`src/design/double_hash_table_defines.svh`:
```
// Assertion macros shared by the double hash table RTL.
// No dependencies; included by files that carry concurrent checks.
`ifndef DOUBLE_HASH_TABLE_DEFINES_SVH
`define DOUBLE_HASH_TABLE_DEFINES_SVH

// Same-cycle implication, disabled while in reset.
`define DHT_ASSERT_IMP(label, clk_sig, rst_sig, ante, cons, msg) \
    label: assert property (@(posedge clk_sig) disable iff (!rst_sig) (ante) |-> (cons)) \
        else $error(msg);

// Next-cycle implication, disabled while in reset.
`define DHT_ASSERT_NXT(label, clk_sig, rst_sig, ante, cons, msg) \
    label: assert property (@(posedge clk_sig) disable iff (!rst_sig) (ante) |=> (cons)) \
        else $error(msg);

`endif

```
`src/design/dht_pkg.sv`:
```
// Types, codes and constants for the double hash table.
// No dependencies; imported by every module of the block.
package dht_pkg;

    localparam int KEY_W            = 32;
    localparam int VALUE_W          = 32;
    localparam int HASH_W           = 32;
    localparam int CFG_W            = 11;
    localparam int SLOT_IDX_W       = 10;
    localparam int PROBE_W          = 11;
    localparam int DEFAULT_CAPACITY = 1024;
    localparam logic [CFG_W-1:0] CFG_RESET = 11'd1024;

    // remainder unit: bits of the dividend retired per cycle
    localparam int MOD_DIGITS = 4;
    localparam int MOD_CYCLES = HASH_W / MOD_DIGITS;
    localparam int MOD_CNT_W  = $clog2(MOD_CYCLES);

    typedef enum logic {
        CMD_SEARCH = 1'b0,
        CMD_INSERT = 1'b1
    } command_t;

    typedef enum logic {
        STATUS_OK   = 1'b0,
        STATUS_FAIL = 1'b1
    } status_t;

    typedef enum logic [2:0] {
        ST_CLEAR,
        ST_IDLE,
        ST_MOD_BASE,
        ST_MOD_STEP,
        ST_READ,
        ST_CHECK
    } state_t;

    typedef struct packed {
        command_t             command;
        logic [KEY_W-1:0]     key;
        logic [VALUE_W-1:0]   value;
        logic [HASH_W-1:0]    hash_primary;
        logic [HASH_W-1:0]    hash_step;
    } request_t;

    typedef struct packed {
        status_t                status;
        logic [VALUE_W-1:0]     found_value;
        logic [SLOT_IDX_W-1:0]  slot_index;
        logic [PROBE_W-1:0]     probe_count;
    } result_t;

    typedef struct packed {
        logic               valid;
        logic [KEY_W-1:0]   key;
        logic [VALUE_W-1:0] value;
    } entry_t;

    typedef struct packed {
        logic rd_en;
        logic wr_en;
    } mem_ctl_t;

endpackage

```
`src/design/dht_mod_unit.sv`:
```
// Iterative remainder unit: dividend mod divisor, MOD_DIGITS bits per cycle.
// Depends on dht_pkg.
module dht_mod_unit
    import dht_pkg::*;
#(
    parameter int CNT_W = $clog2(DEFAULT_CAPACITY + 1)
)
(
    input  logic              clk,
    input  logic              rst_n,
    input  logic              start,
    input  logic [HASH_W-1:0] dividend,
    input  logic [CNT_W-1:0]  divisor,
    output logic              done,
    output logic [CNT_W-1:0]  remainder
);

    logic                 busy_reg;
    logic                 busy_next;
    logic                 done_reg;
    logic                 done_next;
    logic [MOD_CNT_W-1:0] cnt_reg;
    logic [MOD_CNT_W-1:0] cnt_next;
    logic [HASH_W-1:0]    dvd_reg;
    logic [HASH_W-1:0]    dvd_next;
    logic [CNT_W-1:0]     rem_reg;
    logic [CNT_W-1:0]     rem_next;
    logic                 last_digit;

    assign last_digit = (cnt_reg == MOD_CNT_W'(MOD_CYCLES - 1));

    always_comb
    begin
        logic [CNT_W:0]    part;
        logic [HASH_W-1:0] bits;
        part      = {1'b0, rem_reg};
        bits      = dvd_reg;
        busy_next = busy_reg;
        done_next = 1'b0;
        cnt_next  = cnt_reg;
        // restoring step per bit; partial remainder stays below divisor
        for (int i = 0; i < MOD_DIGITS; i++)
        begin
            part = {part[CNT_W-1:0], bits[HASH_W-1]};
            bits = {bits[HASH_W-2:0], 1'b0};
            if (part >= {1'b0, divisor})
            begin
                part = part - {1'b0, divisor};
            end
        end
        dvd_next = dvd_reg;
        rem_next = rem_reg;
        if (start)
        begin
            busy_next = 1'b1;
            cnt_next  = '0;
            dvd_next  = dividend;
            rem_next  = '0;
        end
        else if (busy_reg)
        begin
            dvd_next = bits;
            rem_next = part[CNT_W-1:0];
            cnt_next = cnt_reg + MOD_CNT_W'(1);
            if (last_digit)
            begin
                busy_next = 1'b0;
                done_next = 1'b1;
            end
        end
    end

    always_ff @(posedge clk or negedge rst_n)
    begin
        if (!rst_n)
        begin
            busy_reg <= 1'b0;
            done_reg <= 1'b0;
            cnt_reg  <= '0;
        end
        else
        begin
            busy_reg <= busy_next;
            done_reg <= done_next;
            cnt_reg  <= cnt_next;
        end
    end

    always_ff @(posedge clk)
    begin
        dvd_reg <= dvd_next;
        rem_reg <= rem_next;
    end

    assign done      = done_reg;
    assign remainder = rem_reg;

endmodule

```
`config.mk`:
```
export PLATFORM = sky130hd
export DESIGN_NAME = dht_mod_unit
export DESIGN_NICKNAME = d
export VERILOG_FILES = /design/src/design/double_hash_table_defines.svh /design/src/design/dht_pkg.sv /design/src/design/dht_mod_unit.sv
export SDC_FILE = /design/constraint.sdc
export NUM_CORES = 1
export LEC_CHECK = 0
export BUFFER_PORTS_ARGS = -buffer_cell sky130_fd_sc_hd__buf_2
export CAP_MARGIN = 25
export CORE_MARGIN = 2
export CORE_UTILIZATION = 59
export CTS_CLUSTER_DIAMETER = 200
export DETAILED_ROUTE_END_ITERATION = 12
export GPL_TIMING_DRIVEN = 0
export MAX_ROUTING_LAYER = met4
export PLACE_DENSITY_LB_ADDON = 0.12
export SYNTH_ARGS = -nofsm -noshare
export SYNTH_HDL_FRONTEND = slang
export SYNTH_SLANG_ARGS = --single-unit
```
`constraint.sdc`:
```
create_clock -name clk -period 12.1 [get_ports clk]
set_clock_uncertainty 0.15 [all_clocks]
set_input_delay 0.605 -clock clk [delete_from_list [all_inputs] [get_ports clk]]
set_output_delay 0.605 -clock clk [all_outputs]
set_load 0.01 [all_outputs]
```
==> flow_summary.json <==
{
  "status": "finished, final reports clean",
  "wl_per_cell_microns": 17.68,
  "fin_crit_sh_pct": 83.58,
  "antenna_found_initial": 0,
  "placedCellCount": 603,
  "reg2reg_from": "dvd_reg[31]",
  "groute.usage.overall_pct": 27.71,
  "drc": 0,
  "drt_iter0_markers": 202,
  "hold_viol_final": 0,
  "path_clk_slew_ns": 0.09,
  "synthArstFlopShare_pct": 10.42,
  "die_h_microns": 90.47,
  "synthToLayoutAreaGrowth_pct": 12.02,
  "worst_pin_slew_ns": 0.5433,
  "hpwlAfterDp_microns": 8625,
  "slew_viol_final": 0,
  "detailedPlace.worstSlack_ns": 1.895,
  "critical_path.top_delay_family": "compound AO/OA/AOI/OAI gates",
  "grt_max_degree": 27,
  "grt_pass1_wl_microns": 17660,
  "grt_pass1_vias": 3608,
  "grt.overflow.total": 0,
  "syn-cell-area_sq_um": 4412,
  "core-area_sq_um": 7253,
  "post_cts_resized": 0,
  "ys_ff_latch": 48,
  "critPathMostFrequentCell": "o21ai_0",
  "synth_area_leaders": "edfxtp_1 22%, ha_1 13%, mux2_2 11%",
  "viasPerCell": 6.082,
  "gp_congestion": 0.9330,
  "largest_reg_flops": 32,
  "dieArea_sq_um": 8185,
  "worstPathArrival_ns": 10.12,
  "synth-edff-count": 32,
  "num-fill-cells": 591,
  "synth_nets": 542,
  "drive_gt1_share_pct": 24.17,
  "num_vias": 3722,
  "ys_warn_count": 0,
  "min-delay-start": "cnt_reg[1]",
  "layout.cells.non_filler": 612,
  "syn_inst": 446,
  "crit_type": "in -> reg",
  "seq_area_frac_synth_pct": 29.61,
  "ys_types": 62,
  "io_pins": 58,
  "yosysTopAreaCellShare_pct": 21.78,
  "cts_tree": "done",
  "antenna_left": 0,
  "die_width_microns": 90.47,
  "portBuffers": 57,
  "htree_levels": 2,
  "clock-sinks": 48,
  "finalWirelength_microns": 10820,
  "max_freq_mhz": 98.89,
  "crit_required_ns": 12.11,
  "cts_buffers": 5,
  "tns_ns": 0,
  "rsz0062_at_grt": "no",
  "path_buf_inv": 7,
  "n_antenna_cell": 0,
  "nNetsFinal": 608,
  "hold_buffers": 1,
  "layout_min_cycle_time_ns": 10.11,
  "root_buffer": "clkbuf_8",
  "slew-limit-headroom_pct": 63.40,
  "start_util_pct": 60.82,
  "setup.worst_path.start": "divisor[5]",
  "rows": 31,
  "synth_top_flop_cell": "edfxtp_1",
  "dr.pass1.iters": 4,
  "path_max_fanout": 10,
  "holdWs_ns": 0.3834,
  "startpoint_type": "primary input",
  "yosysTopAreaCell": "edfxtp_1",
  "syn_avg_cell_area_sq_um": 9.892,
  "crit_slowest_cell": "fa_1",
  "clockBufferDepth": 2,
  "worstSetupEndpointType": "flip-flop",
  "postCtsSetupRepairBufs": 0,
  "slowest_delay_ns": 0.52,
  "hp-class": "reg -> reg",
  "fin_ws_ns": 1.987,
  "clk_latency_ns": 0.30,
  "drv_cap": 0,
  "finalSetupViolCount": 0
}
per-layer routing:
metal	up-vias	routed length, microns	track usage (%)
met2	117	5007	42.72
met1	1786	5093	38.36
met5	-	0	-
li1	1804	-	-
met4	0	142	7.436
met3	15	575	4.174
final cells by class:
class / instances / area (sq um) / area share, %
Buffer: 12 / 57.56 / 1.165
Clock buffer: 6 / 72.57 / 1.468
Clock inverter: 2 / 11.26 / 0.2278
Inverter: 28 / 105.1 / 2.127
Multi-Input combinational cell: 358 / 2943 / 59.54
Sequential cell: 48 / 1306 / 26.43
Tap cell: 99 / 123.9 / 2.506
Timing Repair Buffer: 59 / 322.8 / 6.532
worst reg2reg max path, delay by kind of cell, from the launching register on:
family | cells | cell delay [ns]
compound gates | 19 | 3.94
flops | 1 | 0.42
buf+inv | 6 | 0.95
fa+ha+maj | 5 | 1.93
simple gates | 10 | 1.83
mux | 2 | 0.69
cells in the mapped netlist, types with 2 or more instances:
cell,n
nand2b_1,6
a211o_1,3
o211ai_1,5
or2_2,2
edfxtp_1,32
a21o_1,13
a41oi_1,2
xor2_1,8
a31oi_1,4
clkbuf_1,7
nand3b_1,3
a211oi_2,3
fa_1,4
and3_1,4
ha_1,46
dfrtp_1,5
xnor2_1,20
nor2_1,38
inv_1,28
mux2_2,44
a211oi_1,12
a311o_1,3
and2_1,6
buf_1,2
nor2b_1,6
nor4_1,2
nor3_1,4
nand2_1,19
mux2i_1,17
o21ai_0,19
dfxtp_1,11
a21oi_1,17
or4_1,4
o21a_1,9
nand4_1,8
nand3_1,4
cell families (layout without fill, tap and decap cells):
family / Yosys count / count (layout) / synth area share (%)
fa+ha+maj: 50 / 50 / 14.86
mux: 62 / 62 / 15.34
xor+xnor: 28 / 28 / 5.559
flops: 48 / 48 / 29.61
buf+inv: 40 / 107 / 3.687
compound gates: 107 / 107 / 17.78
simple gates: 111 / 111 / 13.16
cell usage in the layout, fill, tap and decap left out, types with 9 or more instances in the layout:
cell type  synthesis  final
o21ai_0           19     19
dfxtp_1           11     11
xnor2_1           20     20
edfxtp_1          32     32
nand2_1           19     19
a21o_1            13     13
mux2_2            44     44
buf_2              1     58
a211oi_1          12     12
a21oi_1           17     17
o21a_1             9      9
nor2_1            38     38
ha_1              46     46
inv_1             28     28
mux2i_1           17     17
stage by stage:
step | area (sq um) | util, %
6_report | 4942 | 68.14
5_1_grt | 4942 | 68.14
4_1_cts | 4942 | 68.14
3_5_place_dp | 4848 | 66.84
3_3_place_gp | 4821 | 66.47
2_1_floorplan | 4412 | -
final timing paths:
check                      slack (ns)  cells after the start      endpoint
max in group asynchronous       11.19                      2      busy_reg
max                              1.99                     41  remainder[2]
min                              0.38                      2    cnt_reg[1]
max reg2reg                      2.04                     42  remainder[2]
min reg2reg                      0.38                      2    cnt_reg[1]
min in group asynchronous        0.49                      2    cnt_reg[0]
Power is not shown: default switching activity piles up to over one toggle a cycle in this logic, so the estimate is an artifact.
