<file path="src/design/double_hash_table_defines.svh">
// Assertion macros shared by the double hash table RTL.
// No dependencies; included by files that carry concurrent checks.
`ifndef DOUBLE_HASH_TABLE_DEFINES_SVH
`define DOUBLE_HASH_TABLE_DEFINES_SVH

// Same-cycle implication, disabled while in reset.
`define DHT_ASSERT_IMP(label, clk_sig, rst_sig, ante, cons, msg) \
    label: assert property (@(posedge clk_sig) disable iff (!rst_sig) (ante) |-> (cons)) \
        else $error(msg);

// Next-cycle implication, disabled while in reset.
`define DHT_ASSERT_NXT(label, clk_sig, rst_sig, ante, cons, msg) \
    label: assert property (@(posedge clk_sig) disable iff (!rst_sig) (ante) |=> (cons)) \
        else $error(msg);

`endif

</file>
<file path="src/design/dht_pkg.sv">
// Types, codes and constants for the double hash table.
// No dependencies; imported by every module of the block.
package dht_pkg;

    localparam int KEY_W            = 32;
    localparam int VALUE_W          = 32;
    localparam int HASH_W           = 32;
    localparam int CFG_W            = 11;
    localparam int SLOT_IDX_W       = 10;
    localparam int PROBE_W          = 11;
    localparam int DEFAULT_CAPACITY = 1024;
    localparam logic [CFG_W-1:0] CFG_RESET = 11'd1024;

    // remainder unit: bits of the dividend retired per cycle
    localparam int MOD_DIGITS = 4;
    localparam int MOD_CYCLES = HASH_W / MOD_DIGITS;
    localparam int MOD_CNT_W  = $clog2(MOD_CYCLES);

    typedef enum logic {
        CMD_SEARCH = 1'b0,
        CMD_INSERT = 1'b1
    } command_t;

    typedef enum logic {
        STATUS_OK   = 1'b0,
        STATUS_FAIL = 1'b1
    } status_t;

    typedef enum logic [2:0] {
        ST_CLEAR,
        ST_IDLE,
        ST_MOD_BASE,
        ST_MOD_STEP,
        ST_READ,
        ST_CHECK
    } state_t;

    typedef struct packed {
        command_t             command;
        logic [KEY_W-1:0]     key;
        logic [VALUE_W-1:0]   value;
        logic [HASH_W-1:0]    hash_primary;
        logic [HASH_W-1:0]    hash_step;
    } request_t;

    typedef struct packed {
        status_t                status;
        logic [VALUE_W-1:0]     found_value;
        logic [SLOT_IDX_W-1:0]  slot_index;
        logic [PROBE_W-1:0]     probe_count;
    } result_t;

    typedef struct packed {
        logic               valid;
        logic [KEY_W-1:0]   key;
        logic [VALUE_W-1:0] value;
    } entry_t;

    typedef struct packed {
        logic rd_en;
        logic wr_en;
    } mem_ctl_t;

endpackage

</file>
<file path="src/design/dht_ctrl.sv">
// Sequencer: clearing pass, two remainder passes, probe loop and result word.
// Depends on dht_pkg and double_hash_table_defines.svh.
`include "double_hash_table_defines.svh"

module dht_ctrl
    import dht_pkg::*;
#(
    parameter int CAPACITY = DEFAULT_CAPACITY
)
(
    input  logic                                clk,
    input  logic                                rst_n,
    input  logic                                start,
    output logic                                busy,
    input  request_t                            request,
    input  logic [$clog2(CAPACITY + 1)-1:0]     table_n,
    output logic                                done,
    output result_t                             result,
    output logic                                mod_start,
    output logic [HASH_W-1:0]                   mod_dividend,
    input  logic                                mod_done,
    input  logic [$clog2(CAPACITY + 1)-1:0]     mod_rem,
    output mem_ctl_t                            mem_ctl,
    output logic [$clog2(CAPACITY)-1:0]         mem_rd_addr,
    output logic [$clog2(CAPACITY)-1:0]         mem_wr_addr,
    output entry_t                              mem_wr_data,
    input  entry_t                              mem_rd_data
);

    localparam int SLOT_W = $clog2(CAPACITY);
    localparam int CNT_W  = $clog2(CAPACITY + 1);
    localparam int SUM_W  = SLOT_W + 1;

    state_t            state_reg;
    state_t            state_next;
    request_t          req_reg;
    request_t          req_next;
    logic [SLOT_W-1:0] slot_reg;
    logic [SLOT_W-1:0] slot_next;
    logic [SLOT_W-1:0] step_reg;
    logic [SLOT_W-1:0] step_next;
    logic [CNT_W-1:0]  probes_reg;
    logic [CNT_W-1:0]  probes_next;
    logic [SLOT_W-1:0] clr_cnt_reg;
    logic [SLOT_W-1:0] clr_cnt_next;
    result_t           result_reg;
    result_t           result_next;
    logic              done_reg;
    logic              done_next;

    logic              occupied;
    logic              match;
    logic              probe_more;
    logic              clr_last;
    logic [SUM_W-1:0]  slot_sum;
    logic [SLOT_W-1:0] slot_wrap;

    assign occupied   = mem_rd_data.valid;
    assign match      = occupied && (mem_rd_data.key == req_reg.key);
    assign probe_more = occupied && !match && (probes_reg < table_n);
    assign clr_last   = (clr_cnt_reg == SLOT_W'(CAPACITY - 1));

    // slot and step are both below n, so one subtract wraps the sum
    assign slot_sum  = {1'b0, slot_reg} + {1'b0, step_reg};
    assign slot_wrap = (slot_sum >= SUM_W'(table_n))
                     ? SLOT_W'(slot_sum - SUM_W'(table_n))
                     : slot_sum[SLOT_W-1:0];

    always_comb
    begin
        state_next = state_reg;
        unique case (state_reg)
            ST_CLEAR:
            begin
                if (clr_last)
                begin
                    state_next = ST_IDLE;
                end
            end
            ST_IDLE:
            begin
                if (start)
                begin
                    state_next = ST_MOD_BASE;
                end
            end
            ST_MOD_BASE:
            begin
                if (mod_done)
                begin
                    state_next = ST_MOD_STEP;
                end
            end
            ST_MOD_STEP:
            begin
                if (mod_done)
                begin
                    state_next = ST_READ;
                end
            end
            ST_READ:
            begin
                state_next = ST_CHECK;
            end
            ST_CHECK:
            begin
                state_next = probe_more ? ST_READ : ST_IDLE;
            end
            default:
            begin
                state_next = ST_IDLE;
            end
        endcase
    end

    always_comb
    begin
        req_next          = req_reg;
        slot_next         = slot_reg;
        step_next         = step_reg;
        probes_next       = probes_reg;
        clr_cnt_next      = clr_cnt_reg;
        result_next       = result_reg;
        done_next         = 1'b0;
        mod_start         = 1'b0;
        mod_dividend      = request.hash_primary;
        mem_ctl           = '0;
        mem_rd_addr       = slot_reg;
        mem_wr_addr       = slot_reg;
        mem_wr_data.valid = 1'b1;
        mem_wr_data.key   = req_reg.key;
        mem_wr_data.value = req_reg.value;
        unique case (state_reg)
            ST_CLEAR:
            begin
                mem_ctl.wr_en = 1'b1;
                mem_wr_addr   = clr_cnt_reg;
                mem_wr_data   = '0;
                clr_cnt_next  = clr_cnt_reg + SLOT_W'(1);
            end
            ST_IDLE:
            begin
                if (start)
                begin
                    req_next  = request;
                    mod_start = 1'b1;
                end
            end
            ST_MOD_BASE:
            begin
                mod_dividend = req_reg.hash_step;
                if (mod_done)
                begin
                    slot_next = SLOT_W'(mod_rem);
                    mod_start = 1'b1;
                end
            end
            ST_MOD_STEP:
            begin
                mod_dividend = req_reg.hash_step;
                if (mod_done)
                begin
                    step_next   = SLOT_W'(mod_rem);
                    probes_next = CNT_W'(1);
                end
            end
            ST_READ:
            begin
                mem_ctl.rd_en = 1'b1;
            end
            ST_CHECK:
            begin
                if (probe_more)
                begin
                    probes_next = probes_reg + CNT_W'(1);
                    slot_next   = slot_wrap;
                end
                else
                begin
                    done_next               = 1'b1;
                    result_next.slot_index  = SLOT_IDX_W'(slot_reg);
                    result_next.probe_count = PROBE_W'(probes_reg);
                    result_next.found_value = '0;
                    if (req_reg.command == CMD_INSERT)
                    begin
                        // a different key in the last slot means the chain is full
                        if (occupied && !match)
                        begin
                            result_next.status = STATUS_FAIL;
                        end
                        else
                        begin
                            result_next.status = STATUS_OK;
                            mem_ctl.wr_en      = 1'b1;
                        end
                    end
                    else if (match)
                    begin
                        result_next.status      = STATUS_OK;
                        result_next.found_value = mem_rd_data.value;
                    end
                    else
                    begin
                        result_next.status = STATUS_FAIL;
                    end
                end
            end
            default:
            begin
            end
        endcase
    end

    always_ff @(posedge clk or negedge rst_n)
    begin
        if (!rst_n)
        begin
            state_reg   <= ST_CLEAR;
            clr_cnt_reg <= '0;
            done_reg    <= 1'b0;
        end
        else
        begin
            state_reg   <= state_next;
            clr_cnt_reg <= clr_cnt_next;
            done_reg    <= done_next;
        end
    end

    always_ff @(posedge clk)
    begin
        req_reg    <= req_next;
        slot_reg   <= slot_next;
        step_reg   <= step_next;
        probes_reg <= probes_next;
        result_reg <= result_next;
    end

    assign busy   = (state_reg != ST_IDLE);
    assign done   = done_reg;
    assign result = result_reg;

    `DHT_ASSERT_IMP(a_rd_wr_excl, clk, rst_n, mem_ctl.rd_en, !mem_ctl.wr_en, "read and write in one cycle")
    `DHT_ASSERT_NXT(a_accept_starts, clk, rst_n, start && !busy, state_reg == ST_MOD_BASE, "accepted word did not start remainder")
    `DHT_ASSERT_NXT(a_done_single, clk, rst_n, done, !done, "result strobe held two cycles")
    `DHT_ASSERT_IMP(a_probe_nonzero, clk, rst_n, done, result.probe_count != '0, "result with zero probes")

endmodule

</file>
<file path="config.mk">
export PLATFORM = sky130hd
export DESIGN_NAME = dht_ctrl
export DESIGN_NICKNAME = d
export VERILOG_FILES = /design/src/design/dht_pkg.sv /design/src/design/dht_ctrl.sv
export VERILOG_INCLUDE_DIRS = /design/src /design/src/design
export SDC_FILE = /design/constraint.sdc
export NUM_CORES = 1
export LEC_CHECK = 0
export BUFFER_PORTS_ARGS = -buffer_cell sky130_fd_sc_hd__buf_2
export CORE_AREA = 2 2 156 158
export DETAILED_ROUTE_END_ITERATION = 7
export DIE_AREA = 0 0 158 160
export GPL_ROUTABILITY_DRIVEN = 0
export PLACE_DENSITY = 0.71
export SLEW_MARGIN = 10
export SYNTH_ARGS = -nofsm -noshare
export SYNTH_HDL_FRONTEND = slang
export SYNTH_SLANG_ARGS = --single-unit
</file>
<file path="constraint.sdc">
create_clock -name clk -period 6.75 [get_ports clk]
set_input_delay 0 -clock clk [delete_from_list [all_inputs] [get_ports clk]]
set_output_delay 0 -clock clk [all_outputs]
set_load 0.05 [all_outputs]
</file>
==> reports/results.ini, run 1 <==
[status]
status = completed

[synthesis]
number_of_warnings_issued_by_yosys = 0
mappedNetlistNets = 951
netlist_instances = 696
async_flop_share_pct = 7.14
count_of_flip_flops_with_a_built_in_enable_after_synthesis = 182
synthesis.area_sq_um = 9290
ys_ff_latch = 196
synth-seq-area-share_pct = 62.6
synthesis.area_per_instance_sq_um = 13.4
postSynth.topFlopCell = edfxtp_1
yosysUniqueCellTypes = 52

[setup_path]
rr_endpoint = mem_rd_addr[7]$_DFFE_PP_
critPathCaptureType = register
cp.required_ps = 6980
setup_cp_type = register to register
beginning_of_the_worst_register_to_register_path = mem_rd_addr[0]$_DFFE_PP_
critical_path_data_arrival_time_ps = 4120
startpoint_type = register
ff2ff_path_depth = 13
r2r_slack_ps = 2860
crit_path_max_fanout = 10

[power_and_ir_drop]
power_mw = 5.32
total_leakage_power_nw = 5.66
max-vdd-ir-drop_uv = 239
power_per_cell_area_nw_per_um2 = 390

[worst_hold_path]
endpoint_with_the_worst_hold_slack = state_reg[0]$_DFFE_PN0P_
holdCritStartpoint = start
min_delay_path_depth = 5
class_of_the_tightest_hold_or_removal_check = primary input to register

[clock_network]
cts.sink_count = 196
clock_latency_ps = 430
cts.path.max_buffers = 2
clock_tree.htree_level_count = 4
clk_pin_slew_ps = 70
cts_root_buf = clkbuf_16
tritoncts.num_buffers = 17
tritoncts = built

[detailed_routing]
dr.first_iter.drc_count = 422
via_count = 7635
route.antenna.remaining_nets = 0
finalWirelength_um = 28000
routedWlPerCell_um = 17.8
drcViolationCount = 0
via_per_inst = 4.86
drtPass1Iterations = 5

[global_route]
track_usage_pct = 21.7
grt.met3_usage_pct = 6.08
congestion_overflow_gr = 0
grt_use_met2_pct = 38.5
grtUsageMet1_pct = 24.2
grt_busiest_layer = met2
grt_start_max_net_pins = 76
first_global_vias = 7794
wire_length_of_the_first_global_routing_pass_um = 41600
initial_antenna_violation_count = 0

[timing]
slew_headroom_pct = 22.6
maxClockFrequency_ghz = 0.257
worst_clock_skew_ps = 14.6
tns_ps = 0
min_period_over_period_pct = 57.6
slew_viol_final = 0
fin_worst_hold_slack_ps = 33.6
hold_viol = 0
rsz_0062_raised_after_global_routing = no
min_period_ps = 3890
setup_viol = 0
actual_slew_at_the_worst_max_slew_pin_ps = 1160

[layout]
area_growth_pct = 46.7
final_cell_mix = buf_2 (394), edfxtp_1 (182), dlygate4sd3_1 (143), and2_1 (77), xnor2_1 (49)
n_antenna_cell = 0
mostFrequentLayoutCell = buf_2
post_layout_nonfiller_instances = 1570
largest_register_ff_count = 97
final_layout_size_suffix_gt1_share_pct = 40.4
final_nets = 1488

[flow_run]
cap_violations = 0

[die]
die_y_um = 160
die_area_sq_um = 25300
io-pin-count = 396
row_count = 57
die_width_um = 158
design.core.area_sq_um = 23800
initial_core_util_pct = 39.0

[placement]
hpwlAfterDp_um = 20000
post_place_cells = 1395
io_buffer_count = 394

## cells in the mapped netlist (all sizes together) (3+ instances only)
cell / count / area (sq um)
nand3: 22 / 110
xor2: 13 / 114
nor2: 34 / 128
and2: 99 / 646
xnor2: 49 / 429
nand2b: 3 / 18.8
mux2: 42 / 473
inv: 27 / 101
nand4: 17 / 106
nor2b: 4 / 25.0
buf: 10 / 51.3
a31oi: 10 / 62.6
a21oi: 20 / 104
and3: 6 / 37.5
o21a: 3 / 22.5
o31ai: 3 / 22.5
clkbuf: 14 / 56.3
edfxtp: 182 / 5470
nand2: 26 / 97.6
ha: 33 / 413
a211oi: 3 / 22.5
a21o: 5 / 37.5
nor3: 12 / 65.1
dfrtp: 14 / 350
o21ai: 16 / 83.8
o22ai: 3 / 18.8
## critical path, cell delays in order, from the launching register on
cell and delay [ps]:
edfxtp_1 440, ha_1 190, inv_1 60, fa_1 410, nand2b_1 190, a211oi_1 330, mux2i_1 230, nand2_1 110
ha_1 380, a2111o_1 430, o21ai_2 220, a21o_1 340, a21oi_1 120, o31ai_1 250
## power by group
group	total (mW)	switching (mW)	internal (mW)
Clock	0.994	0.496	0.497
Sequential	1.64	0.114	1.53
Combinational	2.68	1.93	0.756
Total	5.32	2.54	2.78
## final cells by class
class | instances | area (sq um)
clock inverters | 15 | 163
inverters | 28 | 105
well taps | 324 | 405
repair buffers | 542 | 3440
multi-input cells | 448 | 3280
flip-flops and latches | 196 | 5820
clock buffers | 17 | 425
fillers | 1989 | 10200
## per-stage QoR
step	area (sq um)	utilization, %	setup slack (ps)
floorplan	9290	-	1330
global placement	11600	48.7	2970
detailed placement	11600	48.7	2900
CTS	13600	57.2	2850
global route	13600	57.2	2570
finish	13600	57.2	2860
## worst max path at each step
stage | from | endpoint | depth (start not counted)
3_3_place_gp | mem_rd_addr[0]$_DFFE_PP_ | mem_rd_addr[6]$_DFFE_PP_ | 13
4_1_cts | mem_rd_addr[0]$_DFFE_PP_ | mem_rd_addr[7]$_DFFE_PP_ | 13
3_5_place_dp | mem_rd_addr[0]$_DFFE_PP_ | mem_rd_addr[7]$_DFFE_PP_ | 13
5_1_grt | mem_rd_addr[0]$_DFFE_PP_ | mem_rd_addr[7]$_DFFE_PP_ | 13
2_1_floorplan | state_reg[0]$_DFFE_PN0P_ | req_reg[0]$_DFFE_PP_ | 3
6_report | mem_rd_addr[0]$_DFFE_PP_ | mem_rd_addr[7]$_DFFE_PP_ | 13
## kinds of logic (layout without fill, tap and decap cells)
group	after synthesis	count (layout)	share of synthesized area, %
simple gates	233	233	14.1
flops	196	196	62.6
compound gates	75	75	5.13
xor+xnor	62	62	5.84
buf+inv	52	602	2.29
mux	43	43	5.20
fa+ha+maj	35	35	4.87
## per-layer routing
layer,up-vias,routed length (um)
met1,3654,10600
met3,60,2010
li1,3602,-
met2,319,14500
met5,-,0
met4,0,945
## what timing repair did
item / CTS / global route
endpoints found under the hold margin: 165 / 0
hold buffers: 143 / 0
resized for setup: 0 / 0
buffers inserted: 0 / 0
(Power assumes the default switching activity.)
==> inputs of run 2 (changes only) <==
- ABC_AREA: unset -> 1
- CORE_AREA: 2 2 156 158 -> 2 2 152 154
- DIE_AREA: 0 0 158 160 -> 0 0 154 156
- PLACE_DENSITY: 0.71 -> 0.76
- clock period: 6.75 -> 3.9 ns (I/O delays scaled with it)
==> run 2 against run 1 <==
Die area down 5.0%. Cell area up 2.5%. Area after synthesis increased by 4.0%. Sequential share of layout area fell by 1.0 points. Clock power rose by 77%. Critical path depth rose by 7. Core utilization increased by 5.2 points. Total power grew 83%. Synthesized cell count rose by 35%. Combinational power rose by 87%. Clock skew is 4.3 ps lower.
==> reports/results.ini, run 2 <==
[status]
status = completed

[timing]
actual_slew_at_the_worst_max_slew_pin_ps = 971
min_period_over_period_pct = 91.8
rsz_0062_raised_after_global_routing = no
min_period_ps = 3580
hold_viol = 0
setup_viol = 0
maxClockFrequency_ghz = 0.279
slew_headroom_pct = 35.1
worst_clock_skew_ps = 10.3
tns_ps = 0
slew_viol_final = 0

[synthesis]
netlist_instances = 941
ys_ff_latch = 196
count_of_flip_flops_with_a_built_in_enable_after_synthesis = 182
postSynth.topFlopCell = edfxtp_1
yosysUniqueCellTypes = 36
synthTopCellsByCount = nand2_1 (185), edfxtp_1 (182), inv_1 (177), nor2_1 (146), ha_1 (33)
synthesis.area_per_instance_sq_um = 10.3
async_flop_share_pct = 7.14
mappedNetlistNets = 1196
synthesis.area_sq_um = 9660
yosys.area.top_type_share_pct = 56.6
number_of_warnings_issued_by_yosys = 0
post-synth-top-count-cell = nand2_1
synth-seq-area-share_pct = 60.2
yosys.area.top_type = edfxtp_1
leading_cell_types_by_total_area_after_synthesis = edfxtp_1 (57%), nand2_1 (7.2%), inv_1 (6.9%)

[detailed_routing]
drtPass1Iterations = 8
routedWlPerCell_um = 15.7
via_count = 8421
via_per_inst = 4.72
dr.first_iter.drc_count = 620
finalWirelength_um = 28000
route.antenna.remaining_nets = 0
drcViolationCount = 0

[setup_path]
startpoint_type = register
critical_path_most_common_cell = nand2_1
cp.depth = 20
worst_path_cell_chain = ha_1, inv_1, fa_1, inv_1, nand4_1, o211ai_1, nand2_1, nand2_1, nand2_1, nand2_1, inv_1, ha_1, a21oi_2, nor2_1, nor3_2, nand4_2, inv_1, nand2_1, nand3_1, nand2_1
cp.required_ps = 4080
critPathCaptureType = register
ff2ff_path_depth = 20
crit_path_max_fanout = 9
crit_buf_inv = 4
cpMaxStageDelayCell = edfxtp_1
critical_path_data_arrival_time_ps = 3760
timing.critical_path.slowest_cell_delay_ps = 420
setup_cp_type = register to register
critical-path-top-delay-family = simple AND/OR/NAND/NOR gates

[global_route]
first_global_vias = 8270
congestion_overflow_gr = 0
initial_antenna_violation_count = 1
grt_start_max_net_pins = 76
wire_length_of_the_first_global_routing_pass_um = 42000
track_usage_pct = 22.7

[power_and_ir_drop]
power_per_cell_area_nw_per_um2 = 698
max-vdd-ir-drop_uv = 442
power_mw = 9.75
total_leakage_power_nw = 6.76

[clock_network]
holdBufCountCts = 142
cts_root_buf = clkbuf_16
post_cts_resize_count = 0
tritoncts = built
cts.path.max_buffers = 2
clock_tree.htree_level_count = 4
clk_pin_slew_ps = 70
clock_latency_ps = 430
cts_setup_buffers = 0
tritoncts.num_buffers = 17
cts.sink_count = 196

[layout]
final_cell_mix = buf_2 (394), nand2_1 (185), edfxtp_1 (182), inv_1 (176), nor2_1 (145)
mostFrequentLayoutCell = buf_2
final_layout_size_suffix_gt1_share_pct = 32.3
post_layout_nonfiller_instances = 1783
largest_register_ff_count = 97
final_nets = 1740
final_core_util_pct = 62.5
area_growth_pct = 44.6

[placement]
io_buffer_count = 394
post_place_cells = 1609
hpwlAfterDp_um = 19900

[die]
design.core.area_sq_um = 22400
io-pin-count = 396
initial_core_util_pct = 43.2
row_count = 55
die_width_um = 154
die_area_sq_um = 24000
die_y_um = 156

[worst_hold_path]
class_of_the_tightest_hold_or_removal_check = primary input to async pin

[flow_run]
cap_violations = 0

-- run 2: area by class of cell --
cell class	count	area (sq um)
fillers	1752	8390
flip-flops and latches	196	5820
repair buffers	543	3470
multi-input cells	547	3060
inverters	180	676
clock buffers	17	425
well taps	285	357
clock inverters	14	164
diodes	1	2.50
-- run 2: kinds of logic after synthesis --
| kind of cell | count (synthesis) | share of synthesized area, % |
|---|---|---|
| xor gates and xnor gates | 33 | 2.99 |
| DFF | 196 | 60.2 |
| buffers and inverters | 198 | 8.17 |
| adders and majority gates | 35 | 4.69 |
| and+or+nand+nor | 381 | 16.3 |
| AOI/OAI and AO/OA | 66 | 3.94 |
| muxes | 32 | 3.73 |
-- run 2: power by group --
group	internal [mW]	switching, mW
clock network	0.915	0.849
logic	1.31	3.69
registers	2.76	0.220
-- run 2: metrics by stage --
stage               setup WS, ps  cell area [sq um]  hold slack, ps
floorplan                    507               9670            -296
global route                43.2              14000            47.1
finish                       318              14000            26.6
global placement             478              12000           -78.5
detailed placement           393              12000           -68.7
CTS                          367              14000            44.9
-- run 2: path summary, 6_finish.rpt --
path | endpoint | from | slack [ps]
max | mem_rd_addr[6]$_DFFE_PP_ | mem_rd_addr[0]$_DFFE_PP_ | 320
max reg2reg | mem_rd_addr[6]$_DFFE_PP_ | mem_rd_addr[0]$_DFFE_PP_ | 320
min | clr_cnt_reg[3]$_DFFE_PN0P_ | rst_n | 30
min in group clk | state_reg[1]$_DFFE_PN0P_ | start | 70
max in group asynchronous | done$_DFF_PN0_ | rst_n | 3620
min reg2reg | result[7]$_DFFE_PP_ | probes_reg[7]$_SDFFCE_PN0P_ | 510
-- run 2: worst reg2reg max path, delay by kind of cell, from the launching register on --
| family | cells | cell delay [ps] |
|---|---|---|
| AOI/OAI and AO/OA | 2 | 360 |
| adders and majority gates | 3 | 970 |
| buffers and inverters | 4 | 500 |
| DFF | 1 | 420 |
| and+or+nand+nor | 11 | 1090 |
-- run 2: per-layer routing --
metal	vias up	GRT usage [%]	routed length [um]
met5	-	0	0
met4	0	10.2	961
met3	61	5.31	2000
met2	356	41.0	14300
met1	3883	25.5	10800
li1	4121	-	-
==> inputs of run 3 (changes only) <==
- CORE_AREA: 2 2 152 154 -> unset
- CORE_ASPECT_RATIO: unset -> 1.25
- CORE_MARGIN: unset -> 1
- CORE_UTILIZATION: unset -> 40
- DIE_AREA: 0 0 154 156 -> unset
- PLACE_DENSITY: 0.76 -> 0.71
==> run 3 against run 2 <==
Combinational power shrank 1%. Setup slack gained 40 ps. Fmax grew 1.1%. Global-route usage shrank 0.12 points. Wire length shrank 0.37%. Critical endpoint is now mem_rd_addr[4]$_DFFE_PP_. Largest cell class unchanged. Highest routed layer unchanged.
==> reports/results.ini, run 3 (same netlist as run 2, synthesis figures left out) <==
[status]
status = completed

[setup_path]
startpoint_type = register
worst_path_cell_chain = ha_1, inv_1, fa_1, inv_1, nand4_1, o211ai_1, nand2_1, nand2_1, nand2_1, nand2_1, inv_1, ha_1, a21oi_2, nor2_1, nor3_2, nand4_2, buf_4, o21ai_1, nand2_1
timing.critical_path.slowest_cell_delay_ps = 440
crit_buf_inv = 4
critPathCaptureType = register
cpMaxStageDelayCell = edfxtp_1
critical_path_data_arrival_time_ps = 3730
crit_path_max_fanout = 9
cp.required_ps = 4090
critical_path_most_common_cell = nand2_1
setup_cp_type = register to register
critical-path-top-delay-family = adder cells
r2r_slack_ps = 360

[detailed_routing]
drcViolationCount = 0
finalWirelength_um = 27900
routedWlPerCell_um = 15.3
dr.first_iter.drc_count = 395
via_count = 8410
route.antenna.remaining_nets = 0
drtPass1Iterations = 4
via_per_inst = 4.61

[timing]
maxClockFrequency_ghz = 0.282
min_period_over_period_pct = 90.8
slew_headroom_pct = 39.7
setup_viol = 0
worst_slack_ps = 358
slew_viol_final = 0
fin_worst_hold_slack_ps = 15.8
tns_ps = 0
hold_viol = 0
rsz_0062_raised_after_global_routing = no
min_period_ps = 3540
actual_slew_at_the_worst_max_slew_pin_ps = 901
worst_clock_skew_ps = 10.6

[die]
die_y_um = 176
die_width_um = 141
die_area_sq_um = 24800
design.core.area_sq_um = 23700
row_count = 63
io-pin-count = 396
initial_core_util_pct = 40.7

[layout]
layout.filler_cells = 1976
final_nets = 1741
final_layout_size_suffix_gt1_share_pct = 32.3
n_antenna_cell = 0
area_used_by_multi_input_combinational_logic_sq_um = 3060
mostFrequentLayoutCell = buf_2
area_growth_pct = 45.5
post_layout_nonfiller_instances = 1824
sequential_cell_area_sq_um = 5820
final_core_util_pct = 59.2
final_cell_mix = buf_2 (394), nand2_1 (185), edfxtp_1 (182), inv_1 (176), nor2_1 (145)
largest_register_ff_count = 97
final_cell_area_sq_um = 14100

[clock_network]
clk_pin_slew_ps = 80
post_cts_resize_count = 0
cts_setup_buffers = 0
tritoncts = built
cts.path.max_buffers = 2
clock_latency_ps = 430
tritoncts.num_buffers = 17
cts_root_buf = clkbuf_16
holdBufCountCts = 142
cts.sink_count = 196
clock_tree.htree_level_count = 4

[power_and_ir_drop]
max-vdd-ir-drop_uv = 538
power.share.clock_pct = 19.3
combinationalPowerShare_pct = 50.3
power_per_cell_area_nw_per_um2 = 699
power_mw = 9.82
switching_share_pct = 47.6
p_int_mw = 5.15
total_leakage_power_nw = 6.77
seq_power_share_pct = 30.4
switchingPower_mw = 4.68

[global_route]
grt_start_max_net_pins = 98
congestion_overflow_gr = 0
wire_length_of_the_first_global_routing_pass_um = 42400
track_usage_pct = 22.6
first_global_vias = 8474
initial_antenna_violation_count = 0

[flow_run]
cap_violations = 0

[placement]
pre_cts_ws_ps = 387
post_place_cells = 1650
post_dp_cell_area_sq_um = 12000
hpwlAfterDp_um = 19800
io_buffer_count = 394

[worst_hold_path]
class_of_the_tightest_hold_or_removal_check = primary input to async pin

run 3: layout make-up:
type	count	area share, %
sequential	196	41.4
timing repair buffer	544	24.7
multi-input combinational	547	21.8
inverter	180	4.81
clock buffer	18	3.05
tap	325	2.89
clock inverter	14	1.42
run 3: worst paths after layout:
path,from,end,cells past startpoint
max,mem_rd_addr[0]$_DFFE_PP_,mem_rd_addr[4]$_DFFE_PP_,19
min,rst_n,done$_DFF_PN0_,2
max reg2reg,mem_rd_addr[0]$_DFFE_PP_,mem_rd_addr[4]$_DFFE_PP_,19
min reg2reg,clr_cnt_reg[8]$_DFFE_PN0P_,clr_cnt_reg[8]$_DFFE_PN0P_,1
max in group asynchronous,rst_n,state_reg[2]$_DFFE_PN0P_,2
min in group clk,start,state_reg[1]$_DFFE_PN0P_,4
run 3: metal layers:
metal  global-route usage (%)  vias up  wire (um)
li1                         -     4121          -
met1                     23.5     3918      10500
met2                     41.4      309      14400
met3                     6.13       62       1920
met4                     11.2        0       1070
met5                        0        -          0
run 3: power by group through the flow:
stage	clock, mW	sequential (mW)	combinational [mW]
after floorplan	0	3.20	3.49
after global placement	0	3.01	4.77
after detailed placement	0	3.03	4.82
after CTS	1.94	2.98	4.95
after global routing	2.01	3.03	5.29
final	1.89	2.99	4.94
